<file path="src/fdes_pkg.sv">
// ----------------------------------------------------------------------------
// fdes_pkg: shared types and constants of the fader smoother
// Field widths, register codes, fixed-point constants and lane interface types.
// ----------------------------------------------------------------------------
package fdes_pkg;

	localparam int LANES           = 5;
	localparam int FIELD_BITS      = 12;
	localparam int CFG_DATA_BITS   = LANES * FIELD_BITS;
	localparam int CFG_INDEX_BITS  = 8;
	localparam int DEF_CHANNELS    = 5;
	localparam int DEF_SAMPLE_BITS = 12;

	// alpha is unsigned Q1.11
	localparam int                    ALPHA_FRAC = 11;
	localparam logic [FIELD_BITS-1:0] ALPHA_ONE  = 12'd2048;
	localparam int                    HALF_LSB   = 1024;

	// register indexes
	localparam logic [CFG_INDEX_BITS-1:0] CFG_DEADBAND = 8'd0;
	localparam logic [CFG_INDEX_BITS-1:0] CFG_ALPHA    = 8'd1;

	typedef struct packed {
		logic [FIELD_BITS-1:0] band;
		logic [FIELD_BITS-1:0] alpha;
	} lane_cfg_t;

	typedef struct packed {
		logic upd;
		logic restart;
	} lane_ctrl_t;

endpackage

</file>
<file path="src/fader_deadband_ema_smoother.sv">
// ----------------------------------------------------------------------------
// fader_deadband_ema_smoother: five-channel deadband + EMA fader smoother
// Per-channel lanes with a two-entry output buffer and a plain config port.
// ----------------------------------------------------------------------------
// Takes one word of five fader samples per clock while in_stall is low and
// returns one word of five smoothed values through a two-entry output buffer.
// Each lane updates its stored value in the same cycle it accepts a word
// (deadband compare, two 12x12 products, round); this state loop sets the
// rate of one word per cycle while in_stall is low. in_stall rises only when
// both entries are occupied. Channels at or above CHANNELS read as zero.
// ----------------------------------------------------------------------------
module fader_deadband_ema_smoother #(
	parameter int CHANNELS    = fdes_pkg::DEF_CHANNELS,
	parameter int SAMPLE_BITS = fdes_pkg::DEF_SAMPLE_BITS
) (
	input  logic                                clk,
	input  logic                                arst_n,
	input  logic                                in_valid,
	output logic                                in_stall,
	input  logic                                restart,
	input  logic [fdes_pkg::FIELD_BITS-1:0]     slider_0,
	input  logic [fdes_pkg::FIELD_BITS-1:0]     slider_1,
	input  logic [fdes_pkg::FIELD_BITS-1:0]     slider_2,
	input  logic [fdes_pkg::FIELD_BITS-1:0]     slider_3,
	input  logic [fdes_pkg::FIELD_BITS-1:0]     slider_4,
	output logic                                out_valid,
	input  logic                                out_stall,
	output logic [fdes_pkg::FIELD_BITS-1:0]     smooth_0,
	output logic [fdes_pkg::FIELD_BITS-1:0]     smooth_1,
	output logic [fdes_pkg::FIELD_BITS-1:0]     smooth_2,
	output logic [fdes_pkg::FIELD_BITS-1:0]     smooth_3,
	output logic [fdes_pkg::FIELD_BITS-1:0]     smooth_4,
	input  logic                                cfg_we,
	input  logic [fdes_pkg::CFG_INDEX_BITS-1:0] cfg_index,
	input  logic [fdes_pkg::CFG_DATA_BITS-1:0]  cfg_data
);
	import fdes_pkg::*;

	localparam int WORD_BITS = LANES * FIELD_BITS;

	logic [CFG_DATA_BITS-1:0] deadband_q;
	logic [CFG_DATA_BITS-1:0] alpha_q;

	logic [FIELD_BITS-1:0] raw   [LANES];
	logic [FIELD_BITS-1:0] res   [LANES];
	logic [WORD_BITS-1:0]  word;
	logic [WORD_BITS-1:0]  out_word;
	lane_ctrl_t            ctrl;

	always_ff @(posedge clk or negedge arst_n) begin
		if (!arst_n) begin
			deadband_q <= '0;
			alpha_q    <= '0;
		end else if (cfg_we) begin
			unique case (cfg_index)
				CFG_DEADBAND: deadband_q <= cfg_data;
				CFG_ALPHA:    alpha_q    <= cfg_data;
				default:      ;
			endcase
		end
	end

	assign raw[0] = slider_0;
	assign raw[1] = slider_1;
	assign raw[2] = slider_2;
	assign raw[3] = slider_3;
	assign raw[4] = slider_4;

	assign ctrl.upd     = in_valid & ~in_stall;
	assign ctrl.restart = restart;

	for (genvar c = 0; c < LANES; c++) begin : g_lane
		if (c < CHANNELS) begin : g_on
			logic [SAMPLE_BITS-1:0] val;
			lane_cfg_t              cfg;

			assign cfg.band  = deadband_q[c*FIELD_BITS +: FIELD_BITS];
			assign cfg.alpha = alpha_q[c*FIELD_BITS +: FIELD_BITS];

			fdes_lane #(
				.SAMPLE_BITS(SAMPLE_BITS)
			) u_lane (
				.clk   (clk),
				.arst_n(arst_n),
				.ctrl  (ctrl),
				.cfg   (cfg),
				.raw   (raw[c]),
				.val   (val)
			);

			assign res[c] = FIELD_BITS'(val);
		end else begin : g_off
			assign res[c] = '0;
		end
		assign word[c*FIELD_BITS +: FIELD_BITS] = res[c];
	end

	fdes_out_buf #(
		.WIDTH(WORD_BITS)
	) u_out_buf (
		.clk     (clk),
		.arst_n  (arst_n),
		.wr_valid(in_valid),
		.wr_stall(in_stall),
		.wr_data (word),
		.rd_valid(out_valid),
		.rd_stall(out_stall),
		.rd_data (out_word)
	);

	assign smooth_0 = out_word[0*FIELD_BITS +: FIELD_BITS];
	assign smooth_1 = out_word[1*FIELD_BITS +: FIELD_BITS];
	assign smooth_2 = out_word[2*FIELD_BITS +: FIELD_BITS];
	assign smooth_3 = out_word[3*FIELD_BITS +: FIELD_BITS];
	assign smooth_4 = out_word[4*FIELD_BITS +: FIELD_BITS];

endmodule

</file>
<file path="src/fdes_lane.sv">
// ----------------------------------------------------------------------------
// fdes_lane: one fader channel
// Holds the channel's latch flag and stored value, applies the deadband and
// the EMA step, and updates its state when a word is accepted.
// ----------------------------------------------------------------------------
module fdes_lane #(
	parameter int SAMPLE_BITS = fdes_pkg::DEF_SAMPLE_BITS
) (
	input  logic                            clk,
	input  logic                            arst_n,
	input  fdes_pkg::lane_ctrl_t            ctrl,
	input  fdes_pkg::lane_cfg_t             cfg,
	input  logic [fdes_pkg::FIELD_BITS-1:0] raw,
	output logic [SAMPLE_BITS-1:0]          val
);
	import fdes_pkg::*;

	localparam int NUM_BITS = SAMPLE_BITS + ALPHA_FRAC + 1;

	logic [SAMPLE_BITS-1:0] last_q;
	logic                   has_q;

	logic [SAMPLE_BITS-1:0] raw_m;
	logic [SAMPLE_BITS-1:0] diff;
	logic [FIELD_BITS-1:0]  diff_w;
	logic [SAMPLE_BITS-1:0] target;
	logic [FIELD_BITS-1:0]  alpha_s;
	logic [FIELD_BITS-1:0]  keep;
	logic [NUM_BITS-1:0]    num;
	logic [NUM_BITS-1:0]    rounded;
	logic                   latched;

	assign raw_m   = raw[SAMPLE_BITS-1:0];
	assign diff    = (raw_m >= last_q) ? raw_m - last_q : last_q - raw_m;
	assign diff_w  = FIELD_BITS'(diff);
	assign target  = (diff_w <= cfg.band) ? last_q : raw_m;
	assign alpha_s = (cfg.alpha > ALPHA_ONE) ? ALPHA_ONE : cfg.alpha;
	assign keep    = ALPHA_ONE - alpha_s;

	// two products side by side, sum never negative
	assign num     = NUM_BITS'(last_q) * NUM_BITS'(keep)
	               + NUM_BITS'(alpha_s) * NUM_BITS'(target);
	assign rounded = num + NUM_BITS'(HALF_LSB);

	// restart drops the flag for this word itself
	assign latched = has_q & ~ctrl.restart;
	assign val     = latched ? rounded[ALPHA_FRAC +: SAMPLE_BITS] : raw_m;

	always_ff @(posedge clk or negedge arst_n) begin
		if (!arst_n) begin
			last_q <= '0;
			has_q  <= 1'b0;
		end else if (ctrl.upd) begin
			last_q <= val;
			has_q  <= 1'b1;
		end
	end

endmodule

</file>
<file path="src/fdes_out_buf.sv">
// ----------------------------------------------------------------------------
// fdes_out_buf: two-entry output buffer
// Output register plus skid entry; input stall comes straight from a flop.
// ----------------------------------------------------------------------------
module fdes_out_buf #(
	parameter int WIDTH = fdes_pkg::CFG_DATA_BITS
) (
	input  logic             clk,
	input  logic             arst_n,
	input  logic             wr_valid,
	output logic             wr_stall,
	input  logic [WIDTH-1:0] wr_data,
	output logic             rd_valid,
	input  logic             rd_stall,
	output logic [WIDTH-1:0] rd_data
);
	import fdes_pkg::*;

	logic             out_valid_q;
	logic             skid_valid_q;
	logic [WIDTH-1:0] out_data_q;
	logic [WIDTH-1:0] skid_data_q;
	logic             take;
	logic             acc;

	assign take     = out_valid_q & ~rd_stall;
	assign acc      = wr_valid & ~skid_valid_q;
	assign wr_stall = skid_valid_q;
	assign rd_valid = out_valid_q;
	assign rd_data  = out_data_q;

	always_ff @(posedge clk or negedge arst_n) begin
		if (!arst_n) begin
			out_valid_q  <= 1'b0;
			skid_valid_q <= 1'b0;
		end else if (skid_valid_q) begin
			if (take) begin
				skid_valid_q <= 1'b0;
			end
		end else if (acc) begin
			if (out_valid_q && !take) begin
				skid_valid_q <= 1'b1;
			end else begin
				out_valid_q <= 1'b1;
			end
		end else if (take) begin
			out_valid_q <= 1'b0;
		end
	end

	always_ff @(posedge clk) begin
		if (skid_valid_q) begin
			if (take) begin
				out_data_q <= skid_data_q;
			end
		end else if (acc) begin
			if (out_valid_q && !take) begin
				skid_data_q <= wr_data;
			end else begin
				out_data_q <= wr_data;
			end
		end
	end

endmodule
</file>
<file path="config.mk">
export PLATFORM = sky130hd
export DESIGN_NAME = fader_deadband_ema_smoother
export DESIGN_NICKNAME = d
export VERILOG_FILES = /design/src/fdes_pkg.sv /design/src/fader_deadband_ema_smoother.sv /design/src/fdes_lane.sv /design/src/fdes_out_buf.sv
export SDC_FILE = /design/constraint.sdc
export NUM_CORES = 2
export LEC_CHECK = 0
export ABC_CLOCK_PERIOD_IN_PS = 16500
export BUFFER_PORTS_ARGS = -buffer_cell sky130_fd_sc_hd__buf_2
export CAP_MARGIN = 0
export CORE_AREA = 2 2 335 337
export CTS_CLUSTER_DIAMETER = 150
export DETAILED_ROUTE_END_ITERATION = 10
export DIE_AREA = 0 0 337 339
export PLACE_DENSITY_LB_ADDON = 0.12
export RECOVER_POWER = 100
export SYNTH_ARGS = -nofsm -noshare
export SYNTH_HDL_FRONTEND = slang
export SYNTH_SLANG_ARGS = --single-unit
</file>
<file path="constraint.sdc">
create_clock -name clk -period 16.5 [get_ports clk]
set_input_delay 1.65 -clock clk [delete_from_list [all_inputs] [get_ports clk]]
set_output_delay 1.65 -clock clk [all_outputs]
set_load 0.1 [all_outputs]
</file>
==> results.json <==
{
  "path_class": "input pin to register",
  "die_w_um": 337,
  "via_per_inst": 5.63,
  "grt_pass1_vias": 53500,
  "ant_nets": 0,
  "synth_fp_nets": 9399,
  "violations": "max-capacitance violations, max-slew violations",
  "critPathCaptureType": "register",
  "start_util_pct": 59.7,
  "layout_commonest_cell": "inv_1",
  "cts_buffers": 41,
  "outcome": "complete, but fails checks",
  "met3WireLength_um": 18600,
  "antenna_found_initial": 9,
  "crit_slowest_cell": "nor2_1",
  "grt_pass1_wl_um": 309000,
  "finalMaxSlewViolations": 659,
  "seq_area_frac_synth_pct": 12.4,
  "dp_hpwl_um": 160000,
  "wl_per_cell_um": 22.0,
  "min_path_cells": 1,
  "rows": 122,
  "routed.top_layer": "met5",
  "postCtsSetupBuffers": 0,
  "final_util_pct": 63.3,
  "dr.first_iter.drc_count": 3707,
  "die_height_um": 339,
  "required_ps": 16850,
  "worst_path_most_repeated_cell": "fa_1",
  "syn_inst": 7365,
  "io_buffer_count": 195,
  "clk_pin_slew_ps": 50,
  "fmax_ghz": 0.0672,
  "cts_tree": "done",
  "cts-root-buf": "clkbuf_16",
  "setup_tns_ps": 0,
  "slew_headroom_pct": -285,
  "post_cts_resized": 0,
  "worst_pin_slew_ps": 5770,
  "min_path_type": "register to register",
  "htreeDepth": 2,
  "dp.cells": 8873,
  "multi_input_area_um2": 50300,
  "async_flop_share_pct": 60.4,
  "fin_crit_ps": 14890,
  "io-pin-count": 196,
  "hold_path_end": "alpha_q[13]$_DFFE_PN0P_",
  "drc": 0,
  "met2_length_um": 87100,
  "dr.pass1.iters": 6,
  "instances_no_fill": 8953,
  "yosysUniqueCellTypes": 76,
  "hold_buffers": 0,
  "reg2regPathDepth": 44,
  "ys_ff_latch": 303,
  "wirelength_um": 197000,
  "fp.coreArea_um2": 110000,
  "gr-total-overflow": 0,
  "seqCellArea_um2": 8190,
  "hp-start": "alpha_q[13]$_DFFE_PN0P_",
  "slowest_delay_ps": 1360,
  "track_usage_pct": 35.6,
  "crit_path_start": "slider_1[2]",
  "die-area_um2": 114000,
  "cap_viol_max_count": 15,
  "drive_gt1_share_pct": 6.43,
  "cts_buffer_depth": 3,
  "area_growth_pct": 5.94,
  "yosysWarnings": 0,
  "place.gp.congestion": 0.984,
  "reg2reg_to": "u_out_buf.rd_data[58]$_DFFE_PP_",
  "synth-edff-count": 120,
  "grt_max_degree": 87,
  "arrival_ps": 15240,
  "worstSkewPairLatency_ps": 630,
  "rsz0062_at_grt": "no",
  "hold_viol": 0,
  "drt-met1-wl_um": 82500,
  "fillers": 9655,
  "start_kind": "input pin",
  "synth_area_per_cell_um2": 8.95,
  "setup_violations": 0,
  "layout_common_cells": "inv_1, fa_1, nand2_1, ha_1, nor2_1",
  "fin_skew_ps": 28.2,
  "nets": 9463,
  "reg2reg_slack_ps": 1880,
  "syn_area_um2": 65900,
  "cts_sinks": 303,
  "vias": 50400,
  "ys.flop_type": "dfrtp_1",
  "reg2reg_from": "g_lane[4].g_on.u_lane.last_q[1]$_DFFE_PN0P_",
  "fin_crit_sh_pct": 90.2,
  "crit_path_max_fanout": 32
}
-- metal layers --
| metal | track usage (%) | up-vias |
|---|---|---|
| met5 | 0 | - |
| met4 | 13.3 | 6 |
| met3 | 7.09 | 407 |
| met2 | 54.5 | 2193 |
| met1 | 50.3 | 25300 |
| li1 | - | 22500 |
-- kinds of logic (layout without fill, tap and decap cells) --
logic type | count (synthesis) | after routing | synth area share (%)
other | 0 | 4 | 0
XOR/XNOR | 180 | 180 | 2.39
buffers and inverters | 1987 | 2083 | 11.3
multiplexers | 202 | 202 | 3.37
AND/OR/NAND/NOR | 2103 | 2103 | 14.4
flip-flops | 303 | 303 | 12.4
adder cells (fa/ha/maj) | 1900 | 1900 | 49.7
AO/OA/AOI/OAI | 690 | 690 | 6.47
-- worst max-delay path, delay by kind of cell --
kind | cells | cell delay, ps
buffers and inverters | 8 | 1330
AND/OR/NAND/NOR | 9 | 2850
AO/OA/AOI/OAI | 14 | 3530
adder cells (fa/ha/maj) | 10 | 4550
multiplexers | 3 | 1030
XOR/XNOR | 2 | 240
-- synth_stat cells, types with 26 or more instances --
cell	instances	share of area (%)
nand2b_1	59	0.56
o21a_1	26	0.30
nand3_1	28	0.21
a21oi_1	169	1.3
a21o_1	109	1.2
xor2_1	51	0.68
nor2_1	380	2.2
nand2_1	1081	6.2
dfrtp_1	183	6.9
clkbuf_1	259	1.5
and2_1	277	2.6
ha_1	705	13
edfxtp_1	120	5.5
fa_1	1195	36
o21ai_0	229	1.7
inv_1	1704	9.7
nor2b_1	77	0.73
xnor2_1	129	1.7
nor3_1	91	0.69
mux2_2	157	2.7
mux2i_1	44	0.67
-- cell type report --
type	count	area share, %
diodes	4	0.0143
clock inverters	23	0.376
repair buffers	304	2.35
flip-flops and latches	303	11.7
clock buffers	52	1.65
inverters	1704	9.16
well taps	1488	2.67
multi-input cells	5075	72.1
-- worst max-delay path by stage --
| stage | end | slack (ps) | depth (start not counted) |
|---|---|---|---|
| finish | u_out_buf.rd_data[22]$_DFFE_PP_ | 1610 | 46 |
| global route | u_out_buf.rd_data[22]$_DFFE_PP_ | 930 | 48 |
| CTS | u_out_buf.rd_data[22]$_DFFE_PP_ | 2290 | 45 |
| detailed placement | u_out_buf.rd_data[22]$_DFFE_PP_ | 1700 | 45 |
| global placement | u_out_buf.rd_data[22]$_DFFE_PP_ | 1910 | 45 |
| floorplan | u_out_buf.rd_data[22]$_DFFE_PP_ | 3760 | 47 |
-- per-stage QoR --
step	hold WS (ps)	instance area, µm²	worst slack (ps)
global placement	486	68600	1910
detailed placement	491	68600	1700
CTS	502	70000	2290
floorplan	450	65900	3760
global route	524	69800	934
finish	507	69800	1610
-- sequential cells by signal (all words and copies together), names as in the netlist --
name	count
deadband_q	60
u_out_buf.wr_stall	1
u_out_buf.rd_valid	1
g_lane.g_on.u_lane.has_q	1
g_lane.g_on.u_lane.last_q	60
alpha_q	60
u_out_buf.rd_data	60
u_out_buf.skid_data_q	60
Power is left out: the tool's default activity adds up to more than one toggle a clock period on the data nets, which glitch-free logic cannot reach.
